## src/design/double_ended_queue_core_macros.svh

```systemverilog
// Assertion helpers shared by the deque design files.
`ifndef DOUBLE_ENDED_QUEUE_CORE_MACROS_SVH
`define DOUBLE_ENDED_QUEUE_CORE_MACROS_SVH

// A property that must hold at every clock edge outside reset.
`define DQ_ASSERT(lbl, prop, msg) \
  lbl: assert property (@(posedge clk_i) disable iff (!rst_ni) (prop)) else $error(msg);

// A condition that must be followed by another one in the next cycle.
`define DQ_ASSERT_NEXT(lbl, ante, cons, msg) \
  lbl: assert property (@(posedge clk_i) disable iff (!rst_ni) (ante) |=> (cons)) \
    else $error(msg);

`endif

```

## src/design/dq_pkg.sv

```systemverilog
package dq_pkg;

  localparam int DataWidth    = 32;
  localparam int OpWidth      = 3;
  localparam int StatusWidth  = 2;
  localparam int DefaultDepth = 16;

  typedef enum logic [OpWidth-1:0] {
    OpPushFront = 3'd0,
    OpPushRear  = 3'd1,
    OpPopFront  = 3'd2,
    OpPopRear   = 3'd3,
    OpList      = 3'd4
  } dq_op_e;

  typedef enum logic [StatusWidth-1:0] {
    StatusOk        = 2'd0,
    StatusUnderflow = 2'd1,
    StatusFull      = 2'd2,
    StatusEmpty     = 2'd3
  } dq_status_e;

  typedef enum logic [1:0] {
    StIdle,
    StList,
    StRotate
  } dq_state_e;

  typedef enum logic [2:0] {
    CellHold,
    CellShiftR,
    CellFill,
    CellShiftL,
    CellRotL
  } dq_cell_op_e;

  typedef struct packed {
    dq_cell_op_e          op;
    logic [DataWidth-1:0] value;
  } dq_cell_cmd_t;

  typedef struct packed {
    logic [OpWidth-1:0]          operation;
    logic signed [DataWidth-1:0] value;
  } dq_in_t;

  typedef struct packed {
    logic signed [DataWidth-1:0] item_value;
    logic [StatusWidth-1:0]      status;
    logic                        last;
  } dq_out_t;

endpackage

```

## src/design/double_ended_queue_core.sv

```systemverilog
// Channel   Direction  Handshake                   Beat
// request   in         start && !busy              req_i (operation, value)
// response  out        rsp_strobe_o, one cycle     rsp_o (item_value, status, last)
//
// Pushes, pop front, pop rear of a single entry and every underflow, full or empty
// status answer straight from idle. Pop rear of more entries keeps busy high while
// the chain rotates left until the rear entry reaches the head cell, then shifts it
// out. A list rotates the whole chain once and gives one beat per entry, front first.
// Reset clears the cell valid bits and the counters at once; no clearing pass.
// The response is registered and cannot be stalled; busy is high only while
// a list or a pop rear is walking the chain.
module double_ended_queue_core #(
  parameter int DEPTH = dq_pkg::DefaultDepth
) (
  input  logic           clk_i,
  input  logic           rst_ni,
  input  logic           start,
  output logic           busy,
  input  dq_pkg::dq_in_t req_i,
  output logic           rsp_strobe_o,
  output dq_pkg::dq_out_t rsp_o
);
  import dq_pkg::*;

  localparam int CntW = $clog2(DEPTH + 1);

  dq_state_e            state_q, state_d;
  logic [CntW-1:0]      count_q, count_d;
  logic [CntW-1:0]      remain_q, remain_d;
  logic                 rsp_strobe_q, rsp_strobe_d;
  dq_out_t              rsp_q, rsp_d;
  dq_cell_cmd_t         cell_cmd;
  logic [DEPTH-1:0]     valid_w;
  logic [DataWidth-1:0] data_w [DEPTH];
  logic                 accept;
  logic                 is_full;
  logic                 is_empty;

  for (genvar i = 0; i < DEPTH; i++) begin : g_cell
    logic [DataWidth-1:0] prev_data;
    logic                 prev_valid;
    logic [DataWidth-1:0] next_data;
    logic                 next_valid;

    if (i == 0) begin : g_first
      assign prev_data  = cell_cmd.value;
      assign prev_valid = 1'b1;
    end else begin : g_inner_prev
      assign prev_data  = data_w[i-1];
      assign prev_valid = valid_w[i-1];
    end

    if (i == DEPTH - 1) begin : g_last
      assign next_data  = '0;
      assign next_valid = 1'b0;
    end else begin : g_inner_next
      assign next_data  = data_w[i+1];
      assign next_valid = valid_w[i+1];
    end

    dq_cell u_cell (
      .clk_i        (clk_i),
      .rst_ni       (rst_ni),
      .cmd_i        (cell_cmd),
      .prev_data_i  (prev_data),
      .prev_valid_i (prev_valid),
      .next_data_i  (next_data),
      .next_valid_i (next_valid),
      .head_data_i  (data_w[0]),
      .data_o       (data_w[i]),
      .valid_o      (valid_w[i])
    );
  end

  assign busy     = (state_q != StIdle);
  assign accept   = start && !busy;
  assign is_full  = (count_q == CntW'(DEPTH));
  assign is_empty = (count_q == '0);

  always_comb begin
    state_d        = state_q;
    count_d        = count_q;
    remain_d       = remain_q;
    rsp_strobe_d   = 1'b0;
    rsp_d          = rsp_q;
    cell_cmd.op    = CellHold;
    cell_cmd.value = req_i.value;

    unique case (state_q)
      StIdle: begin
        if (accept) begin
          unique case (dq_op_e'(req_i.operation)) inside
            OpPushFront, OpPushRear: begin
              rsp_strobe_d     = 1'b1;
              rsp_d.item_value = '0;
              rsp_d.last       = 1'b1;
              if (is_full) begin
                rsp_d.status = StatusFull;
              end else begin
                rsp_d.status = StatusOk;
                count_d      = count_q + CntW'(1);
                cell_cmd.op  = (dq_op_e'(req_i.operation) == OpPushFront) ?
                               CellShiftR : CellFill;
              end
            end
            OpPopFront, OpPopRear: begin
              rsp_d.last = 1'b1;
              if (is_empty) begin
                rsp_strobe_d     = 1'b1;
                rsp_d.item_value = '0;
                rsp_d.status     = StatusUnderflow;
              end else if (dq_op_e'(req_i.operation) == OpPopFront ||
                           count_q == CntW'(1)) begin
                rsp_strobe_d     = 1'b1;
                rsp_d.item_value = $signed(data_w[0]);
                rsp_d.status     = StatusOk;
                count_d          = count_q - CntW'(1);
                cell_cmd.op      = CellShiftL;
              end else begin
                remain_d = count_q - CntW'(1);
                state_d  = StRotate;
              end
            end
            OpList: begin
              if (is_empty) begin
                rsp_strobe_d     = 1'b1;
                rsp_d.item_value = '0;
                rsp_d.status     = StatusEmpty;
                rsp_d.last       = 1'b1;
              end else begin
                remain_d = count_q;
                state_d  = StList;
              end
            end
            default: begin
              state_d = StIdle;
            end
          endcase
        end
      end
      StList: begin
        rsp_strobe_d     = 1'b1;
        rsp_d.item_value = $signed(data_w[0]);
        rsp_d.status     = StatusOk;
        rsp_d.last       = (remain_q == CntW'(1));
        cell_cmd.op      = CellRotL;
        remain_d         = remain_q - CntW'(1);
        if (remain_q == CntW'(1)) begin
          state_d = StIdle;
        end
      end
      StRotate: begin
        if (remain_q == '0) begin
          rsp_strobe_d     = 1'b1;
          rsp_d.item_value = $signed(data_w[0]);
          rsp_d.status     = StatusOk;
          rsp_d.last       = 1'b1;
          cell_cmd.op      = CellShiftL;
          count_d          = count_q - CntW'(1);
          state_d          = StIdle;
        end else begin
          cell_cmd.op = CellRotL;
          remain_d    = remain_q - CntW'(1);
        end
      end
      default: begin
        state_d = StIdle;
      end
    endcase
  end

  always_ff @(posedge clk_i or negedge rst_ni) begin
    if (!rst_ni) begin
      state_q      <= StIdle;
      count_q      <= '0;
      remain_q     <= '0;
      rsp_strobe_q <= 1'b0;
    end else begin
      state_q      <= state_d;
      count_q      <= count_d;
      remain_q     <= remain_d;
      rsp_strobe_q <= rsp_strobe_d;
    end
  end

  always_ff @(posedge clk_i) begin
    rsp_q <= rsp_d;
  end

  assign rsp_strobe_o = rsp_strobe_q;
  assign rsp_o        = rsp_q;

`include "double_ended_queue_core_macros.svh"

  `DQ_ASSERT(a_count_range, count_q <= CntW'(DEPTH), "Entry count exceeds the depth.")
  `DQ_ASSERT(a_valid_count, $countones(valid_w) == int'(count_q), "Valid cells differ from count.")
  `DQ_ASSERT(a_valid_prefix, (valid_w & (valid_w + 1'b1)) == '0, "Valid cells are not a prefix.")
  `DQ_ASSERT_NEXT(a_list_continues, rsp_strobe_q && !rsp_q.last, rsp_strobe_q, "List beat missing.")
  `DQ_ASSERT_NEXT(a_rotate_ends, state_q == StRotate && remain_q == '0,
                  rsp_strobe_q && rsp_q.last, "Pop rear gave no result.")

endmodule

```

## src/design/dq_cell.sv

```systemverilog
module dq_cell (
  input  logic                           clk_i,
  input  logic                           rst_ni,
  input  dq_pkg::dq_cell_cmd_t           cmd_i,
  input  logic [dq_pkg::DataWidth-1:0]   prev_data_i,
  input  logic                           prev_valid_i,
  input  logic [dq_pkg::DataWidth-1:0]   next_data_i,
  input  logic                           next_valid_i,
  input  logic [dq_pkg::DataWidth-1:0]   head_data_i,
  output logic [dq_pkg::DataWidth-1:0]   data_o,
  output logic                           valid_o
);
  import dq_pkg::*;

  logic [DataWidth-1:0] data_q, data_d;
  logic                 valid_q, valid_d;

  always_comb begin
    data_d  = data_q;
    valid_d = valid_q;
    unique case (cmd_i.op)
      CellShiftR: begin
        data_d  = prev_data_i;
        valid_d = prev_valid_i;
      end
      CellFill: begin
        if (!valid_q && prev_valid_i) begin
          data_d  = cmd_i.value;
          valid_d = 1'b1;
        end
      end
      CellShiftL: begin
        data_d  = next_data_i;
        valid_d = next_valid_i;
      end
      CellRotL: begin
        if (valid_q) begin
          data_d = next_valid_i ? next_data_i : head_data_i;
        end
      end
      default: begin
        data_d  = data_q;
        valid_d = valid_q;
      end
    endcase
  end

  always_ff @(posedge clk_i or negedge rst_ni) begin
    if (!rst_ni) begin
      valid_q <= 1'b0;
    end else begin
      valid_q <= valid_d;
    end
  end

  always_ff @(posedge clk_i) begin
    data_q <= data_d;
  end

  assign data_o  = data_q;
  assign valid_o = valid_q;

endmodule
```

## config.mk

```make
export PLATFORM = sky130hd
export DESIGN_NAME = double_ended_queue_core
export DESIGN_NICKNAME = d
export VERILOG_FILES = /design/src/design/dq_pkg.sv /design/src/design/double_ended_queue_core.sv /design/src/design/dq_cell.sv
export VERILOG_INCLUDE_DIRS = /design/src /design/src/design
export SDC_FILE = /design/constraint.sdc
export NUM_CORES = 1
export LEC_CHECK = 0
export CAP_MARGIN = 40
export CELL_PAD_IN_SITES_DETAIL_PLACEMENT = 1
export CELL_PAD_IN_SITES_GLOBAL_PLACEMENT = 2
export CORE_ASPECT_RATIO = 1.2
export CORE_UTILIZATION = 45
export DETAILED_ROUTE_END_ITERATION = 16
export DONT_BUFFER_PORTS = 1
export GPL_TIMING_DRIVEN = 0
export PLACE_DENSITY = 0.82
export SKIP_LAST_GASP = 1
export SYNTH_ARGS = -nofsm -noshare
export SYNTH_HDL_FRONTEND = slang
export SYNTH_SLANG_ARGS = --single-unit
```

## constraint.sdc

```tcl
create_clock -name clk_i -period 4.25 [get_ports clk_i]
set_input_delay 0.85 -clock clk_i [delete_from_list [all_inputs] [get_ports clk_i]]
set_output_delay 0.85 -clock clk_i [all_outputs]
set_load 0.005 [all_outputs]
```

# --- Yosys cells after proc, flatten, opt, wreduce, memory -nomap -nowiden ---
# Cells that the tools add are included.
classes:
  n_addsub: 3
  eq_ne: 60
  n_mux: 139
  n_reduce_logical: 82
op_table:
  columns: ["operator", "count"]
  rows:
  - ["$pmux 32 s4", 16]
  - ["$mux 32", 47]
  - ["$pmux 35 s3", 2]
  - ["$mux 35", 3]
  - ["$mux 34", 2]
  - ["$ne 2x1->1 const B", 31]
  - ["$pmux 1 s3", 17]
  - ["$mux 5", 10]
  - ["$reduce_and 3->1", 15]
  - ["$pmux 5 s2", 3]
  - ["$reduce_and 2->1", 15]
  - ["$mux 2", 11]
  - ["$reduce_and 7->1", 3]
  - ["$mux 1", 20]
  - ["$ne 3x3->1 const B", 6]
  - ["$logic_and 1x1->1", 16]
  - ["$logic_not 1->1", 16]
  - ["$pmux 5 s3", 1]
  - ["$eq 3x2->1 const B", 4]
  - ["$ne 2x2->1 const B", 6]
  - ["$pmux 2 s3", 2]
  - ["$eq 5x1->1 const B", 2]
  - ["$logic_not 5->1", 2]
  - ["$sub 5x1->5 const B", 2]
  - ["24 further kinds", 32]
word_totals:
  reg_bits: 576
  inputBits: 38
  output_inout_bits: 37
  wordCells: 323

# --- Longest topological paths before layout ---
# Gate-level depths: netlist of run 1.
logic_depth:
  word_depth: 10
  mapped_depth: 13
  depth_no_buf: 7

# --- By module ---
# A second synthesis of run 1 with hierarchy kept.
unflattened:
  cells_unflattened: 4283
  area_unflattened_um2: 44361.3
by_module_without_submodules:
  columns: ["module", "n_inst", "cells_per_inst", "area_each_um2", "seq_area_each_um2"]
  rows:
  - ["dq_cell at g_cell[0].u_cell ...", 13, 255, 2625.0, 985.9]
  - ["dq_cell at g_cell[7].u_cell ...", 3, 248, 2551.2, 985.9]
  - ["double_ended_queue_core", 1, 224, 2582.5, 1376.3]

# --- Worst setup path after synthesis of run 1 ---
# OpenSTA, ideal clock, no wires.
synth_timing:
  path_kind: "input to register"
  from: "input req_i[34] (netlist name)"
  to: "register g_cell[0].u_cell.data_q[0] (enable)"
  setup_ns: 0.392
  arrival_time_ns: 3.122
  t_required_ns: 3.858
  slack_ns: 0.736
  cell_stages: 9
  n_path_buf: 4
  cell_sequence: "nand3b_1 > o41ai_1 > a211o_1 > buf_4 > buf_6 > buf_2 > clkbuf_1 > a21oi_1 > and3b_1"
synth_via:
  elab_chain_len: 10
  word_cells_on_any_way: 23
  classes_between: "eq/ne: 10; mux: 7; reduce/logical: 6"
synth_rtl:
  columns: ["item", "line", "rtl"]
  rows:
  - ["start: declaration", "double_ended_queue_core.sv:19", "input dq_pkg::dq_in_t req_i,"]
  - ["$eq 3x2->1", "double_ended_queue_core.sv:112", "end else if (dq_op_e'(req_i.operation) == OpPopFront ||"]
  - ["$logic_or 1x1->1", "double_ended_queue_core.sv:112", null]
  - ["$mux 2", "double_ended_queue_core.sv:112", null]
  - ["$mux 2", "double_ended_queue_core.sv:108", "if (is_empty) begin"]
  - ["$pmux 2 s2 *", "double_ended_queue_core.sv:92", "unique case (dq_op_e'(req_i.operation)) inside"]
  - ["$mux 3 *", "double_ended_queue_core.sv:91", "if (accept) begin"]
  - ["$pmux 3 s3 *", "double_ended_queue_core.sv:89", "unique case (state_q)"]
  - ["$eq 3x3->1, or another cell as far along", "dq_cell.sv:21", "unique case (cmd_i.op)"]
  - ["$ne 2x1->1 (no line), or another cell as far along", null, null]
  - ["$reduce_and 4->1 (no line) *", null, null]
  - ["end signal: assignment", "dq_cell.sv:57", "data_q <= data_d;"]
  - ["end: declaration", "dq_cell.sv:15", "logic [DataWidth-1:0] data_q, data_d;"]
# Mark *: on every way between the ends. The rest lies on a longest branch, timed or not.
# A chain may end at the register's enable or synchronous reset.

# --- Final worst setup path of run 1 ---
layout_timing:
  from: "register count_q[0]"
  to: "register g_cell[7].u_cell.data_q[26] (data pin)"
layout_via:
  elab_chain_len: 9
  word_cells_on_any_way: 15
  classes_between: "eq/ne: 6; mux: 7; reduce/logical: 2"
layout_rtl:
  columns: ["item", "line", "rtl"]
  rows:
  - ["start: declaration", "double_ended_queue_core.sv:28", "logic [CntW-1:0] count_q, count_d;"]
  - ["start signal: assignment", "double_ended_queue_core.sv:180", "count_q <= count_d;"]
  - ["$eq 5x1->1", "double_ended_queue_core.sv:113", "count_q == CntW'(1)) begin"]
  - ["$logic_or 1x1->1", "double_ended_queue_core.sv:112", null]
  - ["$mux 2", "double_ended_queue_core.sv:112", null]
  - ["$mux 2", "double_ended_queue_core.sv:108", null]
  - ["$pmux 2 s2 *", "double_ended_queue_core.sv:92", null]
  - ["$mux 3 *", "double_ended_queue_core.sv:91", null]
  - ["$pmux 3 s3 *", "double_ended_queue_core.sv:89", null]
  - ["$eq 3x3->1, or another cell as far along", "dq_cell.sv:21", null]
  - ["$pmux 32 s4 *", "dq_cell.sv:21", null]
  - ["named net g_cell[7].u_cell.data_d[26]", "dq_cell.sv:15", null]
  - ["end signal: assignment", "dq_cell.sv:57", null]
  - ["end: declaration", "dq_cell.sv:15", null]
# The timed path passes the listed nets; every way through them passes the cells marked *.

==> results.sh, run 1 <==
export IMPL_synth_area_mux_share=0.147
export IMPL_required_ns=4.62
export IMPL_avgRoutedWirePerCell_um=39.8
export IMPL_fin_crit_ns=4.18
export IMPL_yosysWarnings=0
export IMPL_finalWirelength_mm=153
export IMPL_syn_avg_cell_area_sq_um=12.3
export IMPL_core_sq_um=72600
export IMPL_max_cap_violations=0
export IMPL_layout_nets=2899
export IMPL_worst_setup_path_type="register to register"
export IMPL_timing_hold_ws_ns=0.0617
export IMPL_postSynthCellCount=2689
export IMPL_finalNonFillerCells=3836
export IMPL_ys_ff_latch=576
export IMPL_drv_slew=0
export IMPL_rr_worst_depth=11
export IMPL_dieWidth_um=250
export IMPL_io_pins=75
export IMPL_rows=108
export IMPL_synth_xor_xnor_area_share=0.00238
export IMPL_dp_hpwl_mm=107
export IMPL_placedCellCount=3708
export IMPL_busiest_layer="met2"
export IMPL_antenna_found_initial=5
export IMPL_grt_max_degree=30
export IMPL_hp_class="primary input to asynchronous set/reset pin"
export IMPL_r2r_start="count_q[0]"
export IMPL_worstMarginPinSlew_ns=1.03
export IMPL_initialDrtViolationCount=3815
export IMPL_synth_compound_area_share=0.237
export IMPL_cts_buffer_depth=3
export IMPL_initial_core_util=0.456
export IMPL_drt_pass1_iterations=5
export IMPL_fin_crit_sh=0.984
export IMPL_tritoncts="built"
export IMPL_startpoint="count_q[0]"
export IMPL_rrSetupSlack_ns=0.07
export IMPL_yosysSeqAreaShare=0.518
export IMPL_remaining_drc_errors=0
export IMPL_layout_drive_gt1_share=0.124
export IMPL_finalHoldViolCount=0
export IMPL_grt_pass1_wl_mm=215
export IMPL_cp_start_kind="register"
export IMPL_met1_usage=0.504
export IMPL_grt_util_met3=0.106
export IMPL_use_met2=0.611
export IMPL_synth_top_family_by_area="compound AO/OA/AOI/OAI gates"
export IMPL_cts_clk_slew_worst_paths_ns=0.06
export IMPL_numCtsBuffers=67
export IMPL_status="finished clean"
export IMPL_slew_headroom=0.306
export IMPL_place_gp_congestion=0.950
export IMPL_clock_sinks=576
export IMPL_async_flop_share=0.0503
export IMPL_area_growth_pct=14.4
export IMPL_synth_edf_count=547
export IMPL_rsz0062_at_grt="false"
export IMPL_avgViaCountPerCell=7.56
export IMPL_max_freq_mhz=239
export IMPL_port_buffers=0
export IMPL_clock_root_buffer="clkbuf_16"
export IMPL_clk_latency_ns=0.63
export IMPL_die_area_sq_um=74600
export IMPL_globalRouteTotalUtil=0.401
export IMPL_num_vias=29000
export IMPL_post_route_util=0.522
export IMPL_globalRouteOverflowTotal=0
export IMPL_synth_ff_type="edfxtp_1"
export IMPL_ys_types=60
export IMPL_h_tree_depth=3
export IMPL_path_max_fanout=10
export IMPL_synth_fa_ha_area_frac=0.00378
export IMPL_die_y_um=299
export IMPL_fin_worst_skew_ns=0.0272
export IMPL_grt_pass1_vias=29400
export IMPL_synth_nets=2737
export IMPL_antenna_left=0
export IMPL_worstPathArrival_ns=4.55
export IMPL_synthSimpleGateAreaFrac=0.0334
export IMPL_cp_end_kind="register"
export IMPL_netlist_area_sq_um=33100
export IMPL_setup_viol=0
state kept, by name (all words and copies together), names as in the netlist:
| name | flops |
|---|---|
| rsp_strobe_o | 1 |
| state_q | 2 |
| g_cell.u_cell.valid_o | 16 |
| remain_q | 5 |
| count_q | 5 |
| rsp_o | 35 |
| g_cell.u_cell.data_o | 512 |
placed cells by master (no fill, tap or decap), types with 20 or more instances in the layout:
| master | Yosys | final |
|---|---|---|
| buf_6 | 53 | 86 |
| nand4_1 | 34 | 34 |
| edfxtp_1 | 547 | 547 |
| mux2i_1 | 450 | 450 |
| a221o_1 | 455 | 455 |
| clkbuf_16 | 0 | 69 |
| a21o_1 | 31 | 31 |
| nand2_1 | 26 | 25 |
| clkbuf_1 | 223 | 233 |
| o21ai_0 | 485 | 485 |
| mux2_2 | 28 | 28 |
| buf_8 | 0 | 36 |
| buf_2 | 53 | 56 |
| dfrtp_1 | 29 | 29 |
| and2_1 | 34 | 34 |
| inv_1 | 42 | 42 |
| buf_12 | 0 | 20 |
layer usage:
| layer | up-vias | share of wire | wire (um) |
|---|---|---|---|
| li1 | 11300 | - | - |
| met1 | 14800 | 0.37 | 56600 |
| met2 | 2265 | 0.44 | 67300 |
| met3 | 624 | 0.12 | 17800 |
| met4 | 10 | 0.072 | 11100 |
| met5 | - | 0.00053 | 81 |
worst max-delay path, stage by stage, from the launching register on:
cell	delay (ns)
dfrtp_1	0.51
inv_1	0.11
ha_1	0.25
nor4bb_1	0.16
clkdlybuf4s15_2	0.25
o41ai_1	0.43
a211o_1	0.26
buf_4	0.20
buf_2	0.36
clkbuf_1	0.80
o21ai_0	0.25
a221o_1	0.32
through the flow:
stage / setup slack (ns) / setup TNS (ns) / instance area [sq um]
2_1_floorplan: 0.736 / 0 / 33100
3_3_place_gp: -1.47 / -605.87 / 34300
3_5_place_dp: -0.394 / -94.39 / 35500
4_1_cts: -0.0674 / -1.12 / 37700
5_1_grt: 0.00263 / 0 / 37800
6_report: 0.0686 / 0 / 37900
repair_timing:
action,CTS,global route
gates resized for setup,22,6
buffers inserted,0,3
setup endpoints to repair,452,263
endpoints found under the hold margin,29,0
hold buffers,1,0
Yosys cell counts (19+ instances only):
master,number,area (sq um)
a21o_1,31,233
a221o_1,455,4550
and2_1,34,213
buf_2,53,265
buf_6,53,597
clkbuf_1,223,837
dfrtp_1,29,726
edfxtp_1,547,16400
inv_1,42,158
mux2_2,28,315
mux2i_1,450,4500
nand2_1,26,97.6
nand4_1,34,213
nor2b_1,19,119
o21ai_0,485,2430
o221a_2,23,259
cell families after synthesis:
logic type,after synthesis
mux,482
buf+inv,385
simple gates,183
compound gates,1044
fa+ha+maj,10
xor+xnor,9
flops,576
cell type report:
| type | instances | area (sq um) |
|---|---|---|
| antenna | 5 | 12.5 |
| inverter | 42 | 158 |
| buffer | 342 | 1770 |
| timing repair buffer | 94 | 1370 |
| sequential | 576 | 17200 |
| multi-input combinational | 1728 | 14200 |
| fill | 7342 | 34700 |
| tap | 935 | 1170 |
| clock inverter | 29 | 231 |
| clock buffer | 85 | 1790 |
final timing paths:
| kind | end |
|---|---|
| worst max-delay path | g_cell[7].u_cell.data_o[26] |
| worst min-delay path | count_q[2] |
| worst max register to register | g_cell[7].u_cell.data_o[26] |
| worst min register to register | remain_q[1] |
| max in group asynchronous | state_q[0] |
| min in group clk_i | rsp_strobe_o |
Power of run 1 is left out: the tool's default activity adds up to more than one toggle a clock period on the data nets, which glitch-free logic cannot reach.
==> inputs of run 2 (changes only) <==
--- a/config.mk
+++ b/config.mk
@@ -6,11 +6,12 @@
 export SDC_FILE = /design/constraint.sdc
 export NUM_CORES = 1
 export LEC_CHECK = 0
+export ABC_AREA = 1
 export CAP_MARGIN = 40
 export CELL_PAD_IN_SITES_DETAIL_PLACEMENT = 1
 export CELL_PAD_IN_SITES_GLOBAL_PLACEMENT = 2
 export CORE_ASPECT_RATIO = 1.2
-export CORE_UTILIZATION = 45
+export CORE_UTILIZATION = 39
 export DETAILED_ROUTE_END_ITERATION = 16
 export DONT_BUFFER_PORTS = 1
 export GPL_TIMING_DRIVEN = 0
==> run 2 against run 1 <==
- the run now ends with DRC left
- die area grew 21%
- core utilization shrank 8.0 points
- global-route usage is 0.24 points lower
- fmax grew 2.3%
- final cell count rose by 47%
- sequential share of layout area decreased by 1.1 points
- area after synthesis increased by 4.7%
- largest cell class unchanged
==> results.sh, run 2 <==
export IMPL_status="finished, violations left"
export IMPL_violations="DRC"
export IMPL_globalRouteOverflowTotal=0
export IMPL_antenna_found_initial=3
export IMPL_avgViaCountPerCell=6.42
export IMPL_netlist_area_sq_um=34700
export IMPL_io_pins=75
export IMPL_fin_worst_skew_ns=0.0206
export IMPL_largest_register_ffs=512
export IMPL_cts_buffer_depth=3
export IMPL_antenna_left=0
export IMPL_die_y_um=329
export IMPL_drt_pass1_iterations=12
export IMPL_max_freq_mhz=245
export IMPL_dp_hpwl_mm=140
export IMPL_initialDrtViolationCount=4187
export IMPL_initial_core_util=0.395
export IMPL_clock_root_buffer="clkbuf_16"
export IMPL_p_int_mw=20.7
export IMPL_mostFrequentLayoutCell="nand2_1"
export IMPL_remaining_drc_errors=4
export IMPL_postSynthCellCount=4350
export IMPL_synth_ff_type="edfxtp_1"
export IMPL_ys_ff_latch=576
export IMPL_async_flop_share=0.0503
export IMPL_fin_crit_sh=0.962
export IMPL_ys_top_cells_by_area="edfxtp_1 (47%), nand2_1 (17%), nand4_1 (8.1%), nand3_1 (7.6%), o21ai_0 (7.0%)"
export IMPL_max_cap_violations=0
export IMPL_setup_viol=0
export IMPL_yosysSeqAreaShare=0.495
export IMPL_seqPwrFrac=0.373
export IMPL_ys_types=42
export IMPL_clk_latency_ns=0.65
export IMPL_required_ns=4.57
export IMPL_cp_end_kind="register"
export IMPL_area_growth_pct=12.0
export IMPL_grt_pass1_wl_mm=257
export IMPL_grt_max_degree=35
export IMPL_power_net_switching_mw=21.5
export IMPL_core_sq_um=87800
export IMPL_rsz0062_at_grt="false"
export IMPL_clock_sinks=576
export IMPL_finalWirelength_mm=181
export IMPL_avgRoutedWirePerCell_um=32.1
export IMPL_grt_pass1_vias=36100
export IMPL_finalHoldViolCount=0
export IMPL_fillers=10700
export IMPL_worstMarginPinSlew_ns=1.00
export IMPL_syn_avg_cell_area_sq_um=7.97
export IMPL_p_per_area_nw_per_um2=1090
export IMPL_place_gp_congestion=0.992
export IMPL_p_leak_nw=14.3
export IMPL_layout_drive_gt1_share=0.0733
export IMPL_yosysWarnings=0
export IMPL_tritoncts="built"
export IMPL_p_sw_frac=0.509
export IMPL_final_cell_mix="nand2_1 (1614), edfxtp_1 (547), nand3_1 (529)"
export IMPL_yosys_top_cells_count="nand2_1 (1614), edfxtp_1 (547), nand3_1 (529)"
export IMPL_worst_setup_path_type="register to register"
export IMPL_timing_hold_ws_ns=0.0288
export IMPL_port_buffers=0
export IMPL_dpl_cell_area_sq_um=36800
export IMPL_cts_clk_slew_worst_paths_ns=0.06
export IMPL_slew_headroom=0.333
export IMPL_num_vias=36200
export IMPL_die_area_sq_um=90100
export IMPL_globalRouteTotalUtil=0.399
export IMPL_fin_crit_ns=4.09
export IMPL_rows=119
export IMPL_post_route_util=0.442
export IMPL_ir_worst_vdd_mv=0.660
export IMPL_comb_power_share=0.489
export IMPL_synth_nets=4398
export IMPL_worstPathArrival_ns=4.41
export IMPL_synth_top_cell_by_area="edfxtp_1"
export IMPL_path_max_fanout=17
export IMPL_dieWidth_um=274
export IMPL_h_tree_depth=3
export IMPL_stdcell_area_sq_um=38800
export IMPL_drv_slew=0
export IMPL_pwr_share_clk=0.137
export IMPL_cts_resized=0
export IMPL_layout_nets=4500
export IMPL_numCtsBuffers=71
export IMPL_synth_top_area_share=0.474
export IMPL_hp_class="primary input to asynchronous set/reset pin"
export IMPL_synth_most_common_cell="nand2_1"
export IMPL_cp_start_kind="register"
export IMPL_synth_edf_count=547
run 2: changes by cell type after synthesis, moves of 43 or more:
cell / delta
nand4_1: +414
nor2_1: +43
a221o_1: -455
inv_1: +60
buf_2: +58
nand2_1: +1588
mux2i_1: -450
nand3_1: +522
run 2: area by class of cell:
cell class,count,area [sq um],area share
antenna,2,5.00,0.000129
buffer,405,1950,0.0503
clock buffer,91,1900,0.0491
clock inverter,29,120,0.00309
inverter,106,398,0.0103
multi-input combinational,3263,15300,0.394
sequential,576,17200,0.442
tap,1149,1440,0.0370
timing repair buffer,29,568,0.0146
run 2: worst paths after layout:
kind | end | slack, ns | depth (start not counted) | from
hold / removal | g_cell[0].u_cell.valid_o | 0.03 | 1 | rst_ni
setup / recovery | g_cell[7].u_cell.data_o[17] | 0.16 | 13 | state_q[0]
min in group clk_i | g_cell[0].u_cell.data_o[15] | 0.43 | 2 | req_i[15]
setup reg to reg | g_cell[7].u_cell.data_o[17] | 0.16 | 13 | state_q[0]
hold reg to reg | remain_q[1] | 0.51 | 2 | remain_q[1]
max in group asynchronous | count_q[4] | 3.99 | 1 | rst_ni
run 2: per-layer routing:
| metal | routed length (um) | GRT usage | share of wire |
|---|---|---|---|
| met4 | 18200 | 0.341 | 0.10 |
| met3 | 13100 | 0.0528 | 0.072 |
| met2 | 81100 | 0.622 | 0.45 |
| met1 | 68900 | 0.487 | 0.38 |
| met5 | 0 | 0 | 0 |
run 2: stage by stage:
stage | setup slack (ns) | power (mW) | cells | setup TNS [ns]
after floorplan | 0.426 | 25.3 | 4350 | 0
after global placement | -1.96 | 34.3 | 5499 | -870.07
after detailed placement | 0.0528 | 35.6 | 5526 | 0
after CTS | 0.228 | 41.5 | 5647 | 0
after global routing | 0.00175 | 43.8 | 5648 | 0
final | 0.162 | 42.2 | 5650 | 0
run 2: logic make-up (layout without fill, tap and decap cells):
logic type               count (synthesis)  in the layout  synth area share
buffers and inverters                  511            660            0.0679
XOR/XNOR                                 7              7           0.00177
adder cells (fa/ha/maj)                 10             10           0.00361
flip-flops                             576            576             0.495
AO/OA/AOI/OAI                          523            523            0.0764
AND/OR/NAND/NOR                       2723           2723             0.356
other                                    0              2                 0
run 2: power groups by stage:
stage / combinational [mW] / sequential [mW] / clock, mW
after floorplan: 11.6 / 13.7 / 0
after detailed placement: 20.0 / 15.6 / 0
after global routing: 22.1 / 15.8 / 5.95
final: 20.7 / 15.8 / 5.80
after CTS: 20.1 / 15.6 / 5.80
after global placement: 18.4 / 16.0 / 0
run 2: timing repair:
item                      CTS  global route
hold endpoints to repair   29             0
hold buffers                1             0
buffers inserted            0             0
run 2: critical path: stages, from the launching register on:
cell and delay [ns]:
dfrtp_1 0.45, inv_1 0.12, ha_1 0.22, inv_1 0.08
nor2_1 0.25, inv_1 0.12, nand2_2 0.23, nand2_1 0.10
nand3b_2 0.18, buf_4 0.30, clkbuf_1 0.50, o21ai_0 0.25
nor2_4 0.66, buf_16 0.25
(Power assumes the default switching activity.)
